--- config.mk ---
export PLATFORM = sky130hd
export DESIGN_NAME = key_value_record_tokenizer_top
export DESIGN_NICKNAME = d
export VERILOG_FILES = /design/src/rtl/kvrt_pkg.sv /design/src/rtl/kvrt_front.sv /design/src/rtl/kvrt_queue.sv /design/src/rtl/kvrt_back.sv /design/src/rtl/key_value_record_tokenizer_top.sv
export SDC_FILE = /design/constraint.sdc
export NUM_CORES = 1
export LEC_CHECK = 0
export BUFFER_PORTS_ARGS = -buffer_cell sky130_fd_sc_hd__buf_2
export CAP_MARGIN = 20
export CELL_PAD_IN_SITES_DETAIL_PLACEMENT = 0
export CELL_PAD_IN_SITES_GLOBAL_PLACEMENT = 1
export CORE_ASPECT_RATIO = 2
export CORE_MARGIN = 1.5
export CORE_UTILIZATION = 44
export DETAILED_ROUTE_END_ITERATION = 8
export PLACE_DENSITY_LB_ADDON = 0.2
export SYNTH_ARGS = -nofsm -noshare
export SYNTH_HDL_FRONTEND = slang
export SYNTH_SLANG_ARGS = --single-unit
--- constraint.sdc ---
create_clock -name clock -period 3.2 [get_ports clock]
set_clock_uncertainty 0.15 [all_clocks]
set_input_delay 0.48 -clock clock [delete_from_list [all_inputs] [get_ports clock]]
set_output_delay 0.48 -clock clock [all_outputs]
set_load 0.01 [all_outputs]
--- src/rtl/kvrt_pkg.sv ---
// Shared types, codes and helpers of the key/value record tokenizer.
package kvrt_pkg;

   localparam int QueueDepth = 4;

   localparam logic [2:0] MinLen  = 3'd5;
   localparam logic [7:0] ChHash  = 8'h23;
   localparam logic [7:0] ChSpace = 8'h20;
   localparam logic [7:0] ChTab   = 8'h09;
   localparam logic [7:0] ChNl    = 8'h0A;
   localparam logic [7:0] ChNul   = 8'h00;
   localparam logic [7:0] DelimReset = 8'h0A;

   localparam logic [1:0] ROLE_IGNORED = 2'd0;
   localparam logic [1:0] ROLE_KEY     = 2'd1;
   localparam logic [1:0] ROLE_VALUE   = 2'd2;

   localparam logic [2:0] VERD_KEPT      = 3'd0;
   localparam logic [2:0] VERD_SHORT     = 3'd1;
   localparam logic [2:0] VERD_COMMENT   = 3'd2;
   localparam logic [2:0] VERD_BLANK     = 3'd3;
   localparam logic [2:0] VERD_END       = 3'd4;
   localparam logic [2:0] VERD_BAD_DELIM = 3'd5;

   localparam logic KIND_TAG    = 1'b0;
   localparam logic KIND_NOTICE = 1'b1;

   // Verdict code and value-present flag of one record
   typedef struct packed {
      logic [2:0] code;
      logic       value_present;
   } verd_type;

   // Work for the back end: up to three results, always in the order
   // byte tag, record verdict, end or bad-delimiter notice.
   typedef struct packed {
      logic       tag_valid;
      logic [7:0] tag_byte;
      logic [1:0] role;
      logic       verd_valid;
      verd_type   verd;
      logic       note_valid;
      logic [2:0] note;
   } cmd_type;

   function automatic verd_type record_verdict(input logic [2:0] len,
                                               input logic       hash,
                                               input logic       graphic,
                                               input logic       vstart);
      verd_type v;
      v.value_present = 1'b0;
      if (len < MinLen) begin
         v.code = VERD_SHORT;
      end else if (hash) begin
         v.code = VERD_COMMENT;
      end else if (!graphic) begin
         v.code = VERD_BLANK;
      end else begin
         v.code          = VERD_KEPT;
         v.value_present = vstart;
      end
      return v;
   endfunction

endpackage

--- src/rtl/kvrt_front.sv ---
// Front end: accepts bytes, tracks the record state and issues result work.
module kvrt_front (
   input  logic             clock,
   input  logic             reset,
   input  logic             csr_wr_en,
   input  logic [7:0]       csr_wr_data,
   input  logic             in_valid,
   input  logic [7:0]       in_byte,
   input  logic             in_last,
   input  logic             queue_ready,
   output logic             in_ready,
   output logic             push,
   output kvrt_pkg::cmd_type push_cmd
);
   import kvrt_pkg::*;

   typedef enum logic [4:0] {
      PH_LEAD  = 5'b00001,
      PH_KEY   = 5'b00010,
      PH_GAP   = 5'b00100,
      PH_VALUE = 5'b01000,
      PH_TAIL  = 5'b10000
   } phase_type;

   logic [7:0] delim_ff;
   phase_type  phase_ff, phase_in, tphase;
   logic [2:0] len_ff, len_in, tlen;
   logic       graphic_ff, graphic_in, tgraphic;
   logic       hash_ff, hash_in, thash;
   logic       vstart_ff, vstart_in, tvstart;
   logic       stopped_ff, stopped_in;
   logic [1:0] trole;
   logic       accept, is_ws, is_brk, is_graphic, bad_delim;
   cmd_type    cmd;

   assign in_ready  = queue_ready;
   assign accept    = in_valid && queue_ready;
   assign is_ws     = (in_byte == ChSpace) || (in_byte == ChTab);
   assign is_brk    = is_ws || (in_byte == ChNl);
   assign is_graphic = (in_byte >= 8'h21) && (in_byte <= 8'h7E);
   assign bad_delim = (delim_ff == ChNul) || (delim_ff == ChSpace) || (delim_ff == ChTab);

   // Record state after tagging the incoming byte
   always_comb begin
      tphase   = phase_ff;
      tvstart  = vstart_ff;
      trole    = ROLE_IGNORED;
      tlen     = (len_ff < MinLen) ? len_ff + 3'd1 : len_ff;
      tgraphic = graphic_ff;
      thash    = hash_ff;
      if (is_graphic && !graphic_ff) begin
         tgraphic = 1'b1;
         thash    = (in_byte == ChHash);
      end
      unique case (phase_ff)
         PH_LEAD: begin
            if (!is_ws) begin
               if (in_byte == ChNl) begin
                  tphase = PH_GAP;
               end else begin
                  trole  = ROLE_KEY;
                  tphase = PH_KEY;
               end
            end
         end
         PH_KEY: begin
            if (is_brk) tphase = PH_GAP;
            else trole = ROLE_KEY;
         end
         PH_GAP: begin
            if (!is_ws) begin
               tvstart = 1'b1;
               if (in_byte == ChNl) begin
                  tphase = PH_TAIL;
               end else begin
                  trole  = ROLE_VALUE;
                  tphase = PH_VALUE;
               end
            end
         end
         PH_VALUE: begin
            if (is_brk) tphase = PH_TAIL;
            else trole = ROLE_VALUE;
         end
         PH_TAIL: begin
         end
         default: begin
         end
      endcase
   end

   always_comb begin
      phase_in   = phase_ff;
      len_in     = len_ff;
      graphic_in = graphic_ff;
      hash_in    = hash_ff;
      vstart_in  = vstart_ff;
      stopped_in = stopped_ff;
      cmd        = '0;
      if (accept) begin
         if (!stopped_ff) begin
            if (bad_delim) begin
               cmd.note_valid = 1'b1;
               cmd.note       = VERD_BAD_DELIM;
               stopped_in     = 1'b1;
            end else if ((in_byte == delim_ff) || (in_byte == ChNul)) begin
               if (len_ff == 3'd0) begin
                  cmd.note_valid = 1'b1;
                  cmd.note       = VERD_END;
                  stopped_in     = 1'b1;
               end else begin
                  cmd.verd_valid = 1'b1;
                  cmd.verd = record_verdict(len_ff, hash_ff, graphic_ff, vstart_ff);
                  phase_in   = PH_LEAD;
                  len_in     = 3'd0;
                  graphic_in = 1'b0;
                  hash_in    = 1'b0;
                  vstart_in  = 1'b0;
                  if ((in_byte == ChNul) || in_last) begin
                     cmd.note_valid = 1'b1;
                     cmd.note       = VERD_END;
                     stopped_in     = 1'b1;
                  end
               end
            end else begin
               cmd.tag_valid = 1'b1;
               cmd.tag_byte  = in_byte;
               cmd.role      = trole;
               phase_in   = tphase;
               len_in     = tlen;
               graphic_in = tgraphic;
               hash_in    = thash;
               vstart_in  = tvstart;
               if (in_last) begin
                  cmd.verd_valid = 1'b1;
                  cmd.verd       = record_verdict(tlen, thash, tgraphic, tvstart);
                  cmd.note_valid = 1'b1;
                  cmd.note       = VERD_END;
               end
            end
         end
         // rearm after the final byte of a buffer
         if (in_last) begin
            phase_in   = PH_LEAD;
            len_in     = 3'd0;
            graphic_in = 1'b0;
            hash_in    = 1'b0;
            vstart_in  = 1'b0;
            stopped_in = 1'b0;
         end
      end
   end

   assign push     = accept && !stopped_ff;
   assign push_cmd = cmd;

   always_ff @(posedge clock) begin
      if (reset) begin
         delim_ff   <= DelimReset;
         phase_ff   <= PH_LEAD;
         len_ff     <= 3'd0;
         graphic_ff <= 1'b0;
         hash_ff    <= 1'b0;
         vstart_ff  <= 1'b0;
         stopped_ff <= 1'b0;
      end else begin
         if (csr_wr_en) delim_ff <= csr_wr_data;
         phase_ff   <= phase_in;
         len_ff     <= len_in;
         graphic_ff <= graphic_in;
         hash_ff    <= hash_in;
         vstart_ff  <= vstart_in;
         stopped_ff <= stopped_in;
      end
   end

endmodule

--- src/rtl/kvrt_queue.sv ---
// Short work queue between the front and back ends.
module kvrt_queue #(
   parameter int DEPTH = kvrt_pkg::QueueDepth
) (
   input  logic              clock,
   input  logic              reset,
   input  logic              push,
   input  kvrt_pkg::cmd_type push_cmd,
   output logic              push_ready,
   input  logic              pop,
   output logic              pop_valid,
   output kvrt_pkg::cmd_type pop_cmd
);
   import kvrt_pkg::*;

   localparam int PtrW = (DEPTH > 1) ? $clog2(DEPTH) : 1;
   localparam int CntW = $clog2(DEPTH + 1);
   localparam logic [PtrW-1:0] PtrLast = PtrW'(DEPTH - 1);
   localparam logic [CntW-1:0] CntFull = CntW'(DEPTH);

   cmd_type         entry_ff [DEPTH];
   logic [PtrW-1:0] wr_ptr_ff, wr_ptr_in, rd_ptr_ff, rd_ptr_in;
   logic [CntW-1:0] count_ff, count_in;

   assign push_ready = (count_ff != CntFull);
   assign pop_valid  = (count_ff != '0);
   assign pop_cmd    = entry_ff[rd_ptr_ff];

   always_comb begin
      wr_ptr_in = wr_ptr_ff;
      rd_ptr_in = rd_ptr_ff;
      count_in  = count_ff;
      if (push) wr_ptr_in = (wr_ptr_ff == PtrLast) ? '0 : wr_ptr_ff + PtrW'(1);
      if (pop)  rd_ptr_in = (rd_ptr_ff == PtrLast) ? '0 : rd_ptr_ff + PtrW'(1);
      if (push && !pop) count_in = count_ff + CntW'(1);
      else if (pop && !push) count_in = count_ff - CntW'(1);
   end

   always_ff @(posedge clock) begin
      if (reset) begin
         wr_ptr_ff <= '0;
         rd_ptr_ff <= '0;
         count_ff  <= '0;
      end else begin
         wr_ptr_ff <= wr_ptr_in;
         rd_ptr_ff <= rd_ptr_in;
         count_ff  <= count_in;
      end
   end

   always_ff @(posedge clock) begin
      if (push) entry_ff[wr_ptr_ff] <= push_cmd;
   end

   a_no_overflow: assert property (@(posedge clock) disable iff (reset)
      push |-> push_ready)
      else $error("queue written while full");
   a_no_underflow: assert property (@(posedge clock) disable iff (reset)
      pop |-> pop_valid)
      else $error("queue read while empty");
   a_count_up: assert property (@(posedge clock) disable iff (reset)
      (push && !pop) |=> (count_ff == $past(count_ff) + CntW'(1)))
      else $error("queue count lost a write");

endmodule

--- src/rtl/kvrt_back.sv ---
// Back end: plays each work entry out as one to three result transfers.
module kvrt_back (
   input  logic              clock,
   input  logic              reset,
   input  logic              pop_valid,
   input  kvrt_pkg::cmd_type pop_cmd,
   output logic              pop,
   output logic              out_valid,
   input  logic              out_ready,
   output logic              out_kind,
   output logic [7:0]        out_byte,
   output logic [1:0]        out_role,
   output logic [2:0]        out_verdict,
   output logic              out_vp,
   output logic              out_last
);
   import kvrt_pkg::*;

   cmd_type    cur_ff, cur_in;
   logic [2:0] mask_ff, mask_in;   // pending results: notice, verdict, tag
   logic [2:0] lowest, rest;
   logic       xfer;

   assign lowest    = mask_ff & (~mask_ff + 3'd1);
   assign rest      = mask_ff & ~lowest;
   assign out_valid = (mask_ff != 3'b000);
   assign out_last  = (rest == 3'b000);
   assign xfer      = out_valid && out_ready;
   assign pop       = pop_valid && (!out_valid || (xfer && out_last));

   always_comb begin
      out_kind    = KIND_NOTICE;
      out_byte    = 8'h00;
      out_role    = ROLE_IGNORED;
      out_verdict = cur_ff.note;
      out_vp      = 1'b0;
      if (lowest[0]) begin
         out_kind    = KIND_TAG;
         out_byte    = cur_ff.tag_byte;
         out_role    = cur_ff.role;
         out_verdict = VERD_KEPT;
      end else if (lowest[1]) begin
         out_verdict = cur_ff.verd.code;
         out_vp      = cur_ff.verd.value_present;
      end
   end

   always_comb begin
      cur_in  = cur_ff;
      mask_in = mask_ff;
      if (xfer) mask_in = rest;
      if (pop) begin
         cur_in  = pop_cmd;
         mask_in = {pop_cmd.note_valid, pop_cmd.verd_valid, pop_cmd.tag_valid};
      end
   end

   always_ff @(posedge clock) begin
      if (reset) mask_ff <= 3'b000;
      else mask_ff <= mask_in;
   end

   always_ff @(posedge clock) begin
      cur_ff <= cur_in;
   end

endmodule

--- src/rtl/key_value_record_tokenizer_top.sv ---
// Top level of the key/value record tokenizer.
//
// Usage:
//   req_*  : one text byte per transfer (tdata[7:0]); req_tlast marks the
//            final byte of a buffer, after which all record state rearms.
//   rsp_*  : result transfers; tuser is 0 for a byte tag, 1 for a record
//            verdict or end/bad-delimiter notice; tlast closes the run of
//            results caused by one input byte.
//   csr_*  : write of the delimiter register; write it only while idle.
// Path: the front end writes each taken byte's work into the queue, and the
// back end loads it from there into its output register.
// Throughput: one byte per cycle while rsp_tready is high and each byte
// gives at most one result; a byte giving two or three results holds the
// output until all are taken; the four-entry work queue absorbs short bursts.
// Stalls: while rsp_tready is low the output holds and the queue fills;
// req_tready drops only once the queue is full.
// Reset: synchronous, clears the queue, the record state and the output,
// and sets the delimiter to newline.
module key_value_record_tokenizer_top #(
   parameter int QUEUE_DEPTH = kvrt_pkg::QueueDepth
) (
   input  logic        clock,
   input  logic        reset,
   input  logic        csr_wr_en,
   input  logic [7:0]  csr_wr_data,   // delimiter
   input  logic        req_tvalid,
   output logic        req_tready,
   input  logic [7:0]  req_tdata,     // [7:0] data_byte
   input  logic        req_tlast,     // buffer_last
   output logic        rsp_tvalid,
   input  logic        rsp_tready,
   output logic [15:0] rsp_tdata,     // [7:0] tagged_byte, [9:8] byte_role,
                                      // [12:10] verdict, [13] value_present,
                                      // [15:14] zero
   output logic        rsp_tuser,     // result_kind
   output logic        rsp_tlast      // run_last
);
   import kvrt_pkg::*;

   logic       push, push_ready, pop, pop_valid;
   cmd_type    push_cmd, pop_cmd;
   logic [7:0] out_byte;
   logic [1:0] out_role;
   logic [2:0] out_verdict;
   logic       out_vp;

   // Classify each byte and advance the record state
   kvrt_front u_front (
      .clock       (clock),
      .reset       (reset),
      .csr_wr_en   (csr_wr_en),
      .csr_wr_data (csr_wr_data),
      .in_valid    (req_tvalid),
      .in_byte     (req_tdata),
      .in_last     (req_tlast),
      .queue_ready (push_ready),
      .in_ready    (req_tready),
      .push        (push),
      .push_cmd    (push_cmd)
   );

   // Decouple the two ends
   kvrt_queue #(
      .DEPTH (QUEUE_DEPTH)
   ) u_queue (
      .clock      (clock),
      .reset      (reset),
      .push       (push),
      .push_cmd   (push_cmd),
      .push_ready (push_ready),
      .pop        (pop),
      .pop_valid  (pop_valid),
      .pop_cmd    (pop_cmd)
   );

   // Emit the results of each entry in order
   kvrt_back u_back (
      .clock       (clock),
      .reset       (reset),
      .pop_valid   (pop_valid),
      .pop_cmd     (pop_cmd),
      .pop         (pop),
      .out_valid   (rsp_tvalid),
      .out_ready   (rsp_tready),
      .out_kind    (rsp_tuser),
      .out_byte    (out_byte),
      .out_role    (out_role),
      .out_verdict (out_verdict),
      .out_vp      (out_vp),
      .out_last    (rsp_tlast)
   );

   // Pack the result fields, lowest field first
   assign rsp_tdata = {2'b00, out_vp, out_verdict, out_role, out_byte};

endmodule

After elaboration in Yosys (flattened, before gate mapping). Memory sizes are Yosys's and may differ from the RTL's. A register that Yosys moved wholly into a read port is not among the register bits. Cells that the tools add are included.

Eq/ne operators: 21. Bitwise gates (word level): 4. $add $sub $neg: 6. Reductions and logical operators: 32. Order comparisons: 4. Multiplexer cells: 87.

Operators with widths (count): $mux 5 (11); $mux 3 (17); $mux 20 (2); $mux 1 (36); $eq 8x4->1 const B (3); $eq 8x6->1 const B (3); $mux 2 (11); $pmux 5 s4 (1); $mux 9 (2); $logic_not 8->1 (2); $mux 16 (1); $mux 4 (3); $mux 11 (1); $add 3x1->3 const B (3); $logic_and 1x1->1 (9); $reduce_and 9->1 (1); $eq 8x8->1 (1); $ge 8x6->1 const B (1); $le 8x7->1 const B (1); $mux 8 (1); $ne 4x2->1 const B (2); $ne 4x4->1 const B (2); $pmux 2 s4 (1); $logic_or 1x1->1 (7); other kinds (18) (32).

Memories: 1. Logic and storage cells: 171. Output and inout bits: 20. Bits in writable memories: 80. Bits of input ports: 22. Register bits: 47.

Memory list: u_queue.entry_ff (words 4, bits a word 20, rd ports 1, clocked after Yosys merged registers in 1, wr ports 1, line kvrt_queue.sv:21) `cmd_type entry_ff [DEPTH];`.

Longest topological paths before layout.
Depth in word-level cells: 12. Depth in mapped cells: 11. Mapped depth without buffers: 10.

Hierarchy. Synthesis repeated with hierarchy kept, for this count alone.

Cells, all modules: 434. Area total of the unflattened synthesis: 5904.4 um2.

By module, submodules not included: kvrt_queue (times used 1, seq. area each 2582.5 um2, area an instance 3326.9 um2, cells each 149); kvrt_front (times used 1, seq. area each 400.4 um2, area an instance 1671.6 um2, cells each 216); kvrt_back (times used 1, seq. area each 570.5 um2, area an instance 879.6 um2, cells each 65); key_value_record_tokenizer_top (times used 1, seq. area each 0.0 um2, area an instance 26.3 um2, cells each 4).

Least setup slack after synthesis. OpenSTA, ideal clock, no wires.

Kind: register to register. Start point: register u_back.mask_ff[0]. End point: register u_queue.count_ff[2]. Setup slack: 0.032 ns. Cell stages (with the launch flop): 12. Period minus slack after synthesis: 3.168 ns. Required time: 2.979 ns. Library setup time: 0.071 ns. Arrival: 2.948 ns. Path buffers: 1. Path through: dfxtp_1 -> clkbuf_1 -> or3_1 -> o21a_1 -> nor2_1 -> inv_1 -> ha_1 -> inv_1 -> fa_1 -> xor2_1 -> or3_1 -> a21oi_1.

Elaborated cells on any way between the ends: 17. Classes of those cells: 1 x add/sub; 1 x mux; 4 x bitwise; 11 x reduce/logical.

RTL lines: from (decl) (line kvrt_back.sv:20) `logic [2:0] mask_ff, mask_in;`; from (signal assigned) (line kvrt_back.sv:60) `else mask_ff <= mask_in;`; $reduce_bool 3->1 * (line kvrt_back.sv:26) `assign out_valid = (mask_ff != 3'b000);`; via rsp_tvalid (line key_value_record_tokenizer_top.sv:30) `output logic rsp_tvalid,`; $logic_and 1x1->1 (line kvrt_back.sv:28) `assign xfer = out_valid && out_ready;`; $logic_and 1x1->1 (line kvrt_back.sv:29) `assign pop = pop_valid && (!out_valid || (xfer && out_last));`; $logic_or 1x1->1 * (line kvrt_back.sv:29); $logic_and 1x1->1 * (line kvrt_back.sv:29); via pop (line key_value_record_tokenizer_top.sv:40) `logic push, push_ready, pop, pop_valid;`; $logic_not 1->1 (line kvrt_queue.sv:35) `if (push && !pop) count_in = count_ff + CntW'(1);`; $logic_and 1x1->1 (line kvrt_queue.sv:35); $mux 3 or $reduce_bool 2->1 (tied branches); to (signal assigned) (line kvrt_queue.sv:47) `count_ff <= count_in;`; to (decl) (line kvrt_queue.sv:23) `logic [CntW-1:0] count_ff, count_in;`.

Mark *: on every way through the listed nets, which the timed path passes. The rest lies on a longest branch. A chain may end at the register's enable or synchronous reset.

Worst setup path after layout.
Start point: register u_back.mask_ff[1]. End point: register u_queue.count_ff[2].

Word-level cells in the longest chain between the ends: 12. Elaborated cells on any way between the ends: 17. Classes of those cells: 1 x add/sub; 1 x mux; 4 x bitwise; 11 x reduce/logical.

RTL lines: $not 3->3 (line kvrt_back.sv:24) `assign lowest = mask_ff & (~mask_ff + 3'd1);`; $add 3x1->3 (line kvrt_back.sv:24); $and 3x3->3 (line kvrt_back.sv:24); $not 3->3 (line kvrt_back.sv:25) `assign rest = mask_ff & ~lowest;`; $and 3x3->3 (line kvrt_back.sv:25); $logic_not 3->1 (line kvrt_back.sv:27) `assign out_last = (rest == 3'b000);`; $logic_and 1x1->1 (line kvrt_back.sv:29); $logic_or 1x1->1 * (line kvrt_back.sv:29); $logic_and 1x1->1 * (line kvrt_back.sv:29); via pop (line key_value_record_tokenizer_top.sv:40); $logic_not 1->1 (line kvrt_queue.sv:35); $logic_and 1x1->1 (line kvrt_queue.sv:35); $mux 3 or $reduce_bool 2->1 (tied branches).

Marks and branches as above.

==> results.cfg <==
[placed_design]
dp_slack_ns = 0.352
dp.cells = 568
dp_hpwl_um = 7400
portBuffers = 39
gp_congestion = 0.808

[job]
drv_cap = 0

[timing]
worst_slack_ns = 0.656
worst_pin_slew_ns = 0.661
hold_viol_final = 0
post-route-period-util_pct = 79.5
finalSetupViolCount = 0
fmax_ghz = 0.393
slew_headroom_pct = 55.9
fin_tns_setup_ns = 0
report.final.slew_viol_count = 0
period_needed_ns = 2.54
rsz0062_at_grt = false

[setup_path]
critPathLaunchType = flop
rrSetupSlack_ns = 0.66
worstPathRequired_ns = 3.38
worstSetupEndpoint = u_queue.count_ff[2]
r2r-end = u_queue.count_ff[2]
crit_type = reg2reg
reg2regPathDepth = 10
crit_top_cell = inv_1
setup.worst_path.end_class = flop
crit_fanout = 8
crit_chain = maj3_1, o21a_1, nor2_1, inv_1, ha_1, inv_1, fa_1, xor2_1, or3_1, a21oi_1
critPathSlowestCell = dfxtp_1
cp_top_family = adder cells
slowest_delay_ns = 0.47
worst-path-buf-inv = 2
worst_ep_arrival_time_ns = 2.72
worst-path-stages = 10
r2r_start = u_back.mask_ff[1]
timing.critical_path.from = u_back.mask_ff[1]

[global_routing]
overflow = 0
grt_pass1_vias = 3333
antenna_found_initial = 0
grt_usage_pct = 18.3
grt_pass1_wl_um = 16800
grt_max_degree = 34

[synthesis]
synth_area_sq_um = 5240
synth_top_area_share_pct = 47.6
ys_seq_elements = 115
seq_area_frac_synth_pct = 59.8
netlist_instances = 392
synthTopCellsByArea = edfxtp_1 48%, dfxtp_1 12%, mux4_2 7.3%
avgSynthCellArea_sq_um = 13.4
ys_warn_count = 0
post-synth-top-area-cell = edfxtp_1
synth_edf_count = 83
synthDistinctLibCells = 63
synthArstFlopShare_pct = 0
synth-main-ff-cell = edfxtp_1

[clocking]
ctsHoldBuffers = 0
cts_tree = done
numCtsBuffers = 17
clk_path_buf_depth = 2
cts_resized = 0
htree_levels = 4
cts_sinks = 115
clkLatencyLatePin_ns = 0.41
cts_setup_buffers = 0
clkTransAtPathRegs_ns = 0.05
cts_root_buf = clkbuf_16

[detailed_routing]
firstDrtPassIters = 4
drcViolationCount = 0
wire_per_inst_um = 17.4
avgViaCountPerCell = 5.33
drtAntennaViolNets = 0
num_vias = 3195
routed_wl_um = 10400
drt_iter0_drc = 207

[cells_and_area]
insertedDiodeCount = 0
stdcell_count = 600
drive_above_1_share_pct = 24.8
area_growth_pct = 18.8
layout.nets = 473
fillers = 1034

[power]
comb_power_share_pct = 21.7
max-vdd-ir-drop_v = 0.000543
swShare_pct = 26.8
p_total_mw = 5.10
pwr-share-clk_pct = 37.9
p_int_mw = 3.73
powerDensity_nw_per_um2 = 820
leakage_nw = 2.31
p_sw_mw = 1.37
p_seq_share_pct = 40.3

[floorplan]
die-area_sq_um = 12600
coreArea_sq_um = 11600
fp.dieW_um = 80.1
start_util_pct = 45.0
io_pins = 42
die_h_um = 157
row_count = 56

[run_status]
status = completed

[min_path]
min_path_type = in2reg
[placed cells by master (no fill, tap or decap), types with 5 or more instances in the layout]
cell and instances:
edfxtp_1 83, buf_2 39, dfxtp_1 32, nor2_1 31, and2_1 23, mux4_2 17
clkbuf_16 17, a21oi_1 16, buf_4 14, inv_1 12, mux2i_1 12, xor2_1 11
nand2_1 11, o21ai_0 11, nand2b_1 10, nor3_1 9, ha_1 8, or3_1 6
nor2b_1 6, or4_1 6, a211oi_1 5
[cell families after synthesis]
group,Yosys count,share of synthesized area (%)
flip-flops,115,59.8
XOR/XNOR,14,2.34
AO/OA/AOI/OAI,56,7.79
other,1,0.0716
multiplexers,29,9.60
buffers and inverters,35,3.11
AND/OR/NAND/NOR,131,14.6
adder cells (fa/ha/maj),11,2.68
[flip-flops by register name, summed over array words and instances, names as in the netlist, 2 cells and up, named ones only]
name	cells
u_queue.wr_ptr_ff	2
u_front.phase_ff	5
u_back.mask_ff	3
u_back.cur_ff	15
u_front.len_ff	3
u_front.delim_ff	8
u_queue.count_ff	3
u_queue.entry_ff	68
u_queue.rd_ptr_ff	2
[worst register-to-register path: cells and delay by family, from the launching register on]
family	cells	cell delay (ns)
flip-flops	1	0.47
buffers and inverters	2	0.18
AO/OA/AOI/OAI	2	0.30
XOR/XNOR	1	0.16
AND/OR/NAND/NOR	2	0.36
adder cells (fa/ha/maj)	3	0.85
[synth_stat cells, drive strengths merged (10+ instances only)]
cell    instances
edfxtp         83
nor2           33
dfxtp          32
and2           23
mux4           17
a21oi          16
clkbuf         15
inv            12
mux2i          12
nand2          12
o21ai          11
xor2           11
nand2b         10
nor3           10
[routing by layer]
layer | share of wire (%) | vias to the layer above | global-route usage (%) | routed length, um
li1 | - | 1558 | - | -
met1 | 37 | 1541 | 17.5 | 3820
met2 | 56 | 68 | 33.7 | 5860
met3 | 2.5 | 28 | 5.04 | 265
met4 | 4.5 | 0 | 10.9 | 472
met5 | 0 | - | 0 | 0
[power groups by stage]
stage	sequential (mW)	clock (mW)	combinational (mW)
after floorplan	2.02	0	0.850
after global routing	2.09	2.04	1.25
final	2.06	1.94	1.11
after CTS	2.06	1.97	1.14
after detailed placement	2.09	0	1.13
after global placement	2.08	0	1.12
[final cells by class]
type	instances	area [sq um]	area share (%)
timing repair buffer	53	300	4.83
multi-input combinational	243	1950	31.3
inverter	12	45.0	0.724
tap	145	181	2.92
sequential	115	3130	50.4
clock inverter	15	190	3.06
clock buffer	17	425	6.84
[how the worst min path moves through the flow]
stage | start | to | slack, ns | depth (start not counted)
2_1_floorplan | u_front.vstart_ff | u_front.vstart_ff | 0.30 | 2
3_3_place_gp | u_front.vstart_ff | u_front.vstart_ff | 0.33 | 2
3_5_place_dp | u_front.vstart_ff | u_front.vstart_ff | 0.33 | 2
4_1_cts | csr_wr_data[3] | u_front.delim_ff[3] | 0.12 | 2
5_1_grt | csr_wr_data[3] | u_front.delim_ff[3] | 0.12 | 2
6_report | csr_wr_data[3] | u_front.delim_ff[3] | 0.13 | 2
[through the flow]
stage                     area [sq um]  hold WS, ns  utilization, %
after floorplan                   5240        0.303               -
after CTS                         6220        0.120            53.5
after global placement            5610        0.334            48.2
after detailed placement          5610        0.331            48.2
final                             6220        0.130            53.5
after global routing              6220        0.119            53.5
Note: power is estimated with default switching activity, not from simulation.
